==> config.mk <==
export PLATFORM = sky130hd
export DESIGN_NAME = stepped_rotation_of_motion_delta_core
export DESIGN_NICKNAME = d
export VERILOG_FILES = /design/src/hdl/srmd_pkg.sv /design/src/hdl/stepped_rotation_of_motion_delta_core.sv /design/src/hdl/srmd_angle.sv /design/src/hdl/srmd_rotator.sv
export SDC_FILE = /design/constraint.sdc
export NUM_CORES = 1
export LEC_CHECK = 0
export BUFFER_PORTS_ARGS = -buffer_cell sky130_fd_sc_hd__buf_4
export CELL_PAD_IN_SITES_DETAIL_PLACEMENT = 0
export CELL_PAD_IN_SITES_GLOBAL_PLACEMENT = 1
export CORE_UTILIZATION = 46
export CTS_BUF_LIST = sky130_fd_sc_hd__clkbuf_4 sky130_fd_sc_hd__clkbuf_8
export DETAILED_ROUTE_END_ITERATION = 7
export PLACE_DENSITY_LB_ADDON = 0.1
export SYNTH_ARGS = -nofsm -noshare
export SYNTH_HDL_FRONTEND = slang
export SYNTH_HIERARCHICAL = 1
export SYNTH_SLANG_ARGS = --single-unit
==> constraint.sdc <==
create_clock -name clk -period 12.14 [get_ports clk]
set_clock_uncertainty 0.15 [all_clocks]
set_input_delay 0 -clock clk [delete_from_list [all_inputs] [get_ports clk]]
set_output_delay 0 -clock clk [all_outputs]
set_load 0.005 [all_outputs]
==> src/hdl/srmd_pkg.sv <==
package srmd_pkg;

  typedef enum logic [1:0] {
    FUNC_ROTATE = 2'd0,
    FUNC_LEFT   = 2'd1,
    FUNC_RIGHT  = 2'd2
  } func_t;

  localparam int                 Q15_SHIFT      = 15;
  localparam logic [30:0]        Q15_HALF       = 31'd16384;
  localparam logic signed [31:0] Q15_HALF_SQRT2 = 32'sd23170;
  localparam logic [8:0]         DEG_PER_STEP   = 9'd45;
  localparam logic [2:0]         STEP_FWD       = 3'd1;
  localparam logic [2:0]         STEP_BACK      = 3'd7;

  typedef logic [2:0] step_t;

  typedef struct packed {
    logic        rotate;
    step_t       step;
    logic [15:0] dx;
    logic [15:0] dy;
  } item_t;

  typedef struct packed {
    logic [15:0] rx;
    logic [15:0] ry;
    logic [8:0]  deg;
  } result_t;

  // v * 23170 / 32768, rounded half away from zero
  function automatic logic signed [16:0] scale_half(input logic signed [15:0] v);
    logic signed [31:0] prod;
    logic [30:0]        mag;
    logic [30:0]        rnd;
    prod = 32'(v) * Q15_HALF_SQRT2;
    mag  = prod[31] ? 31'(-prod) : 31'(prod);
    rnd  = (mag + Q15_HALF) >> Q15_SHIFT;
    return prod[31] ? -$signed(17'(rnd)) : $signed(17'(rnd));
  endfunction

  function automatic logic [15:0] sat16(input logic signed [17:0] v);
    if (v > 18'sd32767) begin
      return 16'h7fff;
    end else if (v < -18'sd32768) begin
      return 16'h8000;
    end
    return v[15:0];
  endfunction

endpackage

==> src/hdl/stepped_rotation_of_motion_delta_core.sv <==
// an item passes the input register s1 and then the output register, and out_valid
// rises when it reaches the output register; a waiting result can hold it in s1
// throughput: one item per cycle; while a result waits the input register
// still takes one more item, then in_ready stays low until out_ready
// the angle step is updated at input transfer and travels with the item
// reset clears both stage valids and sets the angle to zero degrees
module stepped_rotation_of_motion_delta_core (
  input  logic        clk,
  input  logic        rst,
  input  logic        in_valid,
  output logic        in_ready,
  input  logic [1:0]  func,
  input  logic [15:0] delta_x,
  input  logic [15:0] delta_y,
  output logic        out_valid,
  input  logic        out_ready,
  output logic [15:0] turned_x,
  output logic [15:0] turned_y,
  output logic [8:0]  angle_degrees
);
  import srmd_pkg::*;

  logic    s1_valid;
  item_t   s1;
  logic    s2_ready;
  logic    fire;
  step_t   step_next;
  result_t res;

  assign s2_ready = !out_valid || out_ready;
  assign in_ready = !s1_valid || s2_ready;
  assign fire     = in_valid && in_ready;

  srmd_angle u_angle (
    .clk       (clk),
    .rst       (rst),
    .fire      (fire),
    .func      (func),
    .step_next (step_next)
  );

  srmd_rotator u_rotator (
    .item (s1),
    .res  (res)
  );

  always_ff @(posedge clk) begin
    if (rst) begin
      s1_valid  <= 1'b0;
      out_valid <= 1'b0;
    end else begin
      if (in_ready) begin
        s1_valid <= in_valid;
      end
      if (s2_ready) begin
        out_valid <= s1_valid;
      end
    end
  end

  always_ff @(posedge clk) begin
    if (fire) begin
      s1.rotate <= (func == FUNC_ROTATE);
      s1.step   <= step_next;
      s1.dx     <= delta_x;
      s1.dy     <= delta_y;
    end
    if (s1_valid && s2_ready) begin
      turned_x      <= res.rx;
      turned_y      <= res.ry;
      angle_degrees <= res.deg;
    end
  end

  a_stall_only_when_full: assert property (@(posedge clk) disable iff (rst)
    !in_ready |-> s1_valid && out_valid)
    else $error("input stalled with a free stage");

  a_advance: assert property (@(posedge clk) disable iff (rst)
    s1_valid && s2_ready |=> out_valid)
    else $error("item lost between stages");

  a_identity: assert property (@(posedge clk) disable iff (rst)
    s1_valid && s2_ready && s1.rotate && s1.step == 3'd0
    |=> turned_x == $past(s1.dx) && turned_y == $past(s1.dy) && angle_degrees == 9'd0)
    else $error("zero angle did not pass the delta through");

  a_turn_zero: assert property (@(posedge clk) disable iff (rst)
    s1_valid && s2_ready && !s1.rotate |=> turned_x == 16'h0000 && turned_y == 16'h0000)
    else $error("turn transfer reported a nonzero delta");

endmodule

==> src/hdl/srmd_angle.sv <==
module srmd_angle (
  input  logic                 clk,
  input  logic                 rst,
  input  logic                 fire,
  input  logic [1:0]           func,
  output srmd_pkg::step_t      step_next
);
  import srmd_pkg::*;

  step_t step;

  always_comb begin
    case (func)
      FUNC_LEFT:  step_next = step + STEP_FWD;
      FUNC_RIGHT: step_next = step + STEP_BACK;
      default:    step_next = step;
    endcase
  end

  always_ff @(posedge clk) begin
    if (rst) begin
      step <= '0;
    end else if (fire) begin
      step <= step_next;
    end
  end

  a_left_turn: assert property (@(posedge clk) disable iff (rst)
    fire && func == FUNC_LEFT |=> step == $past(step) + STEP_FWD)
    else $error("left turn did not advance the angle");

  a_right_turn: assert property (@(posedge clk) disable iff (rst)
    fire && func == FUNC_RIGHT |=> step == $past(step) + STEP_BACK)
    else $error("right turn did not step the angle back");

  a_hold: assert property (@(posedge clk) disable iff (rst)
    !fire || func == FUNC_ROTATE |=> $stable(step))
    else $error("angle changed without a turn transfer");

endmodule

==> src/hdl/srmd_rotator.sv <==
module srmd_rotator (
  input  srmd_pkg::item_t   item,
  output srmd_pkg::result_t res
);
  import srmd_pkg::*;

  logic signed [17:0] ex;
  logic signed [17:0] ey;
  logic signed [17:0] hx;
  logic signed [17:0] hy;
  logic signed [17:0] sx;
  logic signed [17:0] sy;

  always_comb begin
    ex = 18'($signed(item.dx));
    ey = 18'($signed(item.dy));
    hx = 18'(scale_half($signed(item.dx)));
    hy = 18'(scale_half($signed(item.dy)));
    // x' = x*c - y*s, y' = x*s + y*c for the eight octants
    case (item.step)
      3'd0:    begin sx = ex;       sy = ey;       end
      3'd1:    begin sx = hx - hy;  sy = hx + hy;  end
      3'd2:    begin sx = -ey;      sy = ex;       end
      3'd3:    begin sx = -hx - hy; sy = hx - hy;  end
      3'd4:    begin sx = -ex;      sy = -ey;      end
      3'd5:    begin sx = hy - hx;  sy = -hx - hy; end
      3'd6:    begin sx = ey;       sy = -ex;      end
      default: begin sx = hx + hy;  sy = hy - hx;  end
    endcase
    res.rx  = item.rotate ? sat16(sx) : 16'h0000;
    res.ry  = item.rotate ? sat16(sy) : 16'h0000;
    res.deg = 9'(item.step) * DEG_PER_STEP;
  end

endmodule
Word-level counts from Yosys, hierarchy flattened
Index checks and enable logic that the tools add are counted.
{"block": "classes", "mul": 3, "addsub": 15, "n_reduce_logical": 8, "order_cmp": 4, "n_mux": 17, "eq_ne": 8}
{"cell": "18-bit one-hot mux with 7 select lines", "count": 2}
{"cell": "16-bit two-way mux", "count": 6}
{"cell": "31-bit by 15-bit adder with 31-bit output (second input constant)", "count": 2}
{"cell": "16-bit by 15-bit multiplier with 31-bit output (second input constant)", "count": 2}
{"cell": "31-bit two-way mux", "count": 2}
{"cell": "31-bit negator", "count": 2}
{"cell": "18-bit by 16-bit > comparator with 1-bit output (second input constant)", "count": 2}
{"cell": "18-bit by 16-bit < comparator with 1-bit output (second input constant)", "count": 2}
{"cell": "16-bit negator with 18-bit output", "count": 2}
{"cell": "17-bit by 17-bit subtractor with 18-bit output", "count": 2}
{"cell": "17-bit two-way mux", "count": 2}
{"cell": "16-bit negator with 17-bit output", "count": 2}
{"cell": "17-bit by 17-bit adder with 18-bit output", "count": 1}
{"cell": "17-bit negator with 18-bit output", "count": 1}
{"cell": "18-bit by 17-bit subtractor with 18-bit output", "count": 1}
{"cell": "3-bit equality test (second input constant)", "count": 3}
{"cell": "3-bit by 6-bit multiplier with 9-bit output (second input constant)", "count": 1}
{"cell": "3-bit by 2-bit equality test with 1-bit output (second input constant)", "count": 2}
{"cell": "3-bit one-hot mux with 2 select lines", "count": 1}
{"cell": "1-bit two-way mux", "count": 4}
{"cell": "3-bit by 1-bit adder with 3-bit output (second input constant)", "count": 1}
{"cell": "3-bit adder (second input constant)", "count": 1}
{"cell": "3-bit by 1-bit equality test with 1-bit output (second input constant)", "count": 1}
{"cell": "3-bit logical NOT", "count": 1}
{"cell": "other kinds (6)", "count": 9}
{"block": "totals", "in_bits": 38, "ff_bits": 82}

Depth between registers and ports, before layout
{"block": "logic_depth", "word_depth": 13, "depth_mapped": 52}

Hierarchy
The synthesis kept the hierarchy.
{"module": "srmd_rotator", "instances": 1, "cells_each": 2311, "area_per_inst_um2": 18114.9}
{"module": "stepped_rotation_of_motion_delta_core", "instances": 1, "cells_each": 88, "area_per_inst_um2": 2419.8}
{"module": "srmd_angle", "instances": 1, "cells_each": 20, "area_per_inst_um2": 192.7}

Least setup slack after synthesis
OpenSTA, ideal clock, no wires.
{"block": "synth_timing", "kind": "register to register", "startpoint": "reg s1[15] (netlist name)", "endpoint": "reg turned_x[1] (data pin)", "path_slack_ns": 0.233, "t_arrival_ns": 11.481, "path_buffers": 5, "path_stages_with_launch": 46, "period_less_slack_ns": 11.907, "required_ns": 11.714, "cell_sequence": "edfxtp_1 -> inv_1 -> ha_1 -> inv_1 -> fa_1 -> inv_1 -> fa_1 -> fa_1 -> fa_1 -> ha_1 -> ha_1 -> a21oi_1 -> o21ai_0 -> a221oi_1 -> o31ai_4 -> xnor2_1 -> buf_2 -> clkbuf_1 -> (+10 left out) -> o21a_1 -> xnor2_1 -> ha_1 -> clkbuf_1 -> clkinv_1 -> ha_1 -> a21o_1 -> a21o_1 -> a21o_1 -> a221o_1 -> a21o_1 -> a21oi_1 -> xnor2_1 -> a221oi_1 -> a21oi_1 -> a21oi_1 -> clkbuf_1 -> o21ai_0"}
{"block": "synth_via", "elab_chain_cells": 12, "word_cells_on_any_way": 18, "classes_between": "8 x add/sub; 1 x mul; 2 x order compare; 7 x mux"}
{"item": "start: declaration", "line_no": "stepped_rotation_of_motion_delta_core.sv:24", "rtl": "item_t s1;"}
{"item": "16-bit by 15-bit multiplier with 31-bit output", "line_no": "srmd_pkg.sv:36", "rtl": "prod = 32'(v) * Q15_HALF_SQRT2;"}
{"item": "31-bit negator", "line_no": "srmd_pkg.sv:37", "rtl": "mag = prod[31] ? 31'(-prod) : 31'(prod);"}
{"item": "31-bit two-way mux", "line_no": "srmd_pkg.sv:37"}
{"item": "31-bit by 15-bit adder with 31-bit output", "line_no": "srmd_pkg.sv:38", "rtl": "rnd = (mag + Q15_HALF) >> Q15_SHIFT;"}
{"item": "16-bit negator with 17-bit output", "line_no": "srmd_pkg.sv:39", "rtl": "return prod[31] ? -$signed(17'(rnd)) : $signed(17'(rnd));"}
{"item": "17-bit two-way mux", "line_no": "srmd_pkg.sv:39"}
{"item": "18-bit by 17-bit subtractor with 18-bit output, or another cell as far along", "line_no": "srmd_rotator.sv:24", "rtl": "3'd3: begin sx = -hx - hy; sy = hx - hy; end"}
{"item": "18-bit one-hot mux with 7 select lines *", "line_no": "srmd_rotator.sv:20", "rtl": "case (item.step)"}
{"item": "18-bit by 16-bit < comparator with 1-bit output", "line_no": "srmd_pkg.sv:45", "rtl": "end else if (v < -18'sd32768) begin"}
{"item": "1-bit two-way mux", "line_no": "srmd_pkg.sv:45"}
{"item": "1-bit two-way mux", "line_no": "srmd_pkg.sv:43", "rtl": "if (v > 18'sd32767) begin"}
{"item": "16-bit two-way mux *", "line_no": "srmd_pkg.sv:48", "rtl": "return v[15:0];"}
{"item": "end signal: assignment", "line_no": "stepped_rotation_of_motion_delta_core.sv:69", "rtl": "turned_x <= res.rx;"}
{"item": "end: declaration", "line_no": "stepped_rotation_of_motion_delta_core.sv:17", "rtl": "output logic [15:0] turned_x,"}
Mark *: on every way between the ends. The rest lies on a longest branch, timed or not.
A chain may end at the register's enable or synchronous reset.

Final worst setup path
{"block": "layout_timing", "startpoint": "reg s1[22] (netlist name)", "endpoint": "reg turned_y[2] (data pin)"}
{"block": "layout_via", "elab_chain_cells": 13, "word_cells_on_any_way": 19, "classes_between": "9 x add/sub; 1 x mul; 2 x order compare; 7 x mux"}
{"item": "16-bit by 15-bit multiplier with 31-bit output", "line_no": "srmd_pkg.sv:36"}
{"item": "31-bit negator", "line_no": "srmd_pkg.sv:37"}
{"item": "31-bit two-way mux", "line_no": "srmd_pkg.sv:37"}
{"item": "31-bit by 15-bit adder with 31-bit output", "line_no": "srmd_pkg.sv:38"}
{"item": "16-bit negator with 17-bit output", "line_no": "srmd_pkg.sv:39"}
{"item": "17-bit two-way mux", "line_no": "srmd_pkg.sv:39"}
{"item": "17-bit negator with 18-bit output", "line_no": "srmd_rotator.sv:26", "rtl": "3'd5: begin sx = hy - hx; sy = -hx - hy; end"}
{"item": "18-bit by 17-bit subtractor with 18-bit output", "line_no": "srmd_rotator.sv:26"}
{"item": "18-bit one-hot mux with 7 select lines *", "line_no": "srmd_rotator.sv:20"}
{"item": "18-bit by 16-bit < comparator with 1-bit output", "line_no": "srmd_pkg.sv:45"}
{"item": "1-bit two-way mux", "line_no": "srmd_pkg.sv:45"}
{"item": "1-bit two-way mux", "line_no": "srmd_pkg.sv:43"}
{"item": "16-bit two-way mux *", "line_no": "srmd_pkg.sv:48"}
{"item": "end signal: assignment", "line_no": "stepped_rotation_of_motion_delta_core.sv:70", "rtl": "turned_y <= res.ry;"}
{"item": "end: declaration", "line_no": "stepped_rotation_of_motion_delta_core.sv:18", "rtl": "output logic [15:0] turned_y,"}
Marks and branches as above.

==> results by group <==
Outcome
  • Run status: finished clean

STA
  • Worst slew pin tran: around 0.92 ns
  • Hold Violations, Final: 0
  • Worst Slack Setup Final: between 0.5 and 0.6 ns
  • Min cycle time layout: approximately 12 ns
  • Peak Freq: 86.46 MHz
  • RSZ-0062 raised after global routing: false
  • Min Hold Slack: 0.07934 ns
  • Slew headroom: 0.3848
  • Fin. max-slew vios: 0
  • Setup TNS: 0 ns
  • Final setup fails: 0
  • Final worst path period share: 0.9527

Route
  • 1st-pass router iterations: 6
  • Drt first-iter violations: between 1.5k and 2k
  • Vias per cell: between 5 and 6
  • DRT antenna net count: 0
  • Total Wirelength: just over 70,000 um
  • Via count: 18.77k
  • Routed length per instance: roughly 22 um
  • DRC: 0

Logic synthesis
  • Most frequent cell after synthesis: ha_1
  • Share of the synthesized area in the top cell type: 0.2227
  • Syn Inst Count: approximately 2.4k
  • Synth top cells by count: ha_1 (369), inv_1 (278), xnor2_1 (167), nor2_1 (151), a21oi_1 (147)
  • Sequential fraction of the synthesis area: 0.1164
  • EDFF count, synth: 77
  • Synthesized flop and latch total: approximately 80
  • Synth unique cells: around 110
  • Ys flop type: edfxtp_1
  • Synth top area cells: ha_1 (22%), fa_1 (12%), edfxtp_1 (11%), xnor2_1 (7.1%), inv_1 (5.0%)
  • Mapped Nets: 2,953
  • Avg Inst Size Synth: roughly 8.6 um^2
  • Largest area contributor in the netlist: ha_1
  • Synth warn: 6
  • Async S/R FF share, synth: 0
  • Post-synthesis instance area: roughly 21,000 um^2

Setup path
  • CP most frequent cell: ha_1
  • Largest stage delay, worst path: ~0.52 ns
  • Crit Path Category: reg -> reg
  • WP data required: ~12 ns
  • Critical Path Slowest Stage Cell: fa_1
  • Startpoint class of the critical path: flop
  • Worst EP arrival: about 12 ns
  • CP delay by family, top: compound AO/OA/AOI/OAI gates
  • Bufs and invs on worst path: 8
  • Worst-path maximum fanout: 15
  • Critical Path Sink Type: flop

Clocking
  • Cts bufs inserted: 9
  • Skew-Pair Late Insertion Delay: 0.42 ns
  • Clock slew at reported path FFs: ~0.12 ns
  • Clock Sinks: 82
  • CTS Buffer Depth: 2
  • Clock Tree Root: clkbuf_8
  • Htree depth: 3
  • CTS tree: yes

Floorplanning
  • Core area: 44,320 um^2
  • Initial Utilization: 0.4677
  • Die X: roughly 210 um
  • Die ar.: between 40,000 and 50,000 um^2
  • I/O pin total: 81
  • Die Span Y: around 210 um
  • Row cnt: 77

Placement
  • GP Congestion: ~0.99
  • DP Cell Count: around 3k
  • Dpl hpwl: between 50,000 and 60,000 um
  • PortBufs: 80
  • Pre-CTS WS: between 0.1 and 0.15 ns

GRT
  • Overflow after GRT: 0
  • Vias in the first global route: 18.34k
  • First-pass GRT wire length: 109,400 um
  • Largest net degree at the start of global routing: 49
  • Tot GR Track Use: 0.3061
  • Antenna violations before repair: 1

Finish
  • Inserted Diodes: 0
  • Area grow syn2layout: 11.63%
  • Nets: approximately 3.1k
  • Share of layout cells above drive strength 1: 0.1112
  • Fin cells: roughly 3.1k

Worst hold path
  • Worst min path class: in -> reg

Flow run
  • Max cap viols: 0
[state kept, by name, summed over array words and instances (netlist names)]
| signal | count |
|---|---|
| s1 | 36 |
| turned_x | 16 |
| turned_y | 16 |
| angle_degrees | 9 |
| u_angle/step | 3 |
| out_valid | 1 |
| s1_valid | 1 |
[cell usage in the layout (no fill, tap or decap), types with 77 or more instances in the layout]
cell type  count
edfxtp_1      77
buf_4        164
nor2_1       150
ha_1         363
a21oi_1      145
fa_1         127
o21ai_0      112
nand2_1      112
xnor2_1      164
inv_1        278
[area by class of cell]
type                    count  area [um^2]
fillers                  4216        21180
inverters                 287         1089
well taps                 592        740.7
multi-input cells        1957        17060
flip-flops and latches     82         2412
repair buffers            202         1622
clock inverters             4        58.81
clock buffers              12        158.9
[timing repair]
item / 4_1_cts / 5_1_grt
buffers inserted: 0 / 24
resized for setup: 0 / 38
hold endpoints to repair: 40 / 0
endpoints found under the setup margin: 0 / 32
hold buffers: 37 / 0
[per-layer routing]
layer | global-route usage | vias up | wire [um]
met1 | 0.4280 | 9076 | 32150
li1 | - | 8938 | -
met2 | 0.4851 | 671 | 31340
met4 | 0.08833 | 2 | 2154
met5 | 0 | - | 11
met3 | 0.04922 | 82 | 4721
[worst reg2reg max path, delay by kind of cell (launching register included)]
family | cells | cell delay (ns)
flip-flops | 1 | 0.50
AO/OA/AOI/OAI | 18 | 4.44
XOR/XNOR | 3 | 0.80
adder cells (fa/ha/maj) | 9 | 3.53
buffers and inverters | 8 | 1.18
AND/OR/NAND/NOR | 5 | 0.64
[cell families after synthesis]
kind of cell               after synthesis  share of synthesized area
xor gates and xnor gates               228                    0.09876
DFF                                     82                     0.1164
buffers and inverters                  380                    0.07008
AOI/OAI and AO/OA                      680                     0.2297
and+or+nand+nor                        539                     0.1324
adders and majority gates              496                     0.3454
muxes                                   14                   0.007244
[stage by stage]
stage	util	cell area, um^2
floorplan	-	20730
global placement	0.5000	22160
detailed placement	0.5000	22160
CTS	0.5133	22750
global route	0.5221	23140
finish	0.5221	23140
[final timing paths]
kind | from | endpoint | slack [ns] | cells after the start
worst min register to register | u_angle/step[2] | u_angle/step[2] | 0.35 | 2
worst max register to register | s1[22] | turned_y[2] | 0.57 | 43
worst max-delay path | s1[22] | turned_y[2] | 0.57 | 43
worst min-delay path | in_valid | s1[16] | 0.08 | 2
Power is not shown: default switching activity piles up to over one toggle a cycle in this logic, so the estimate is an artifact.
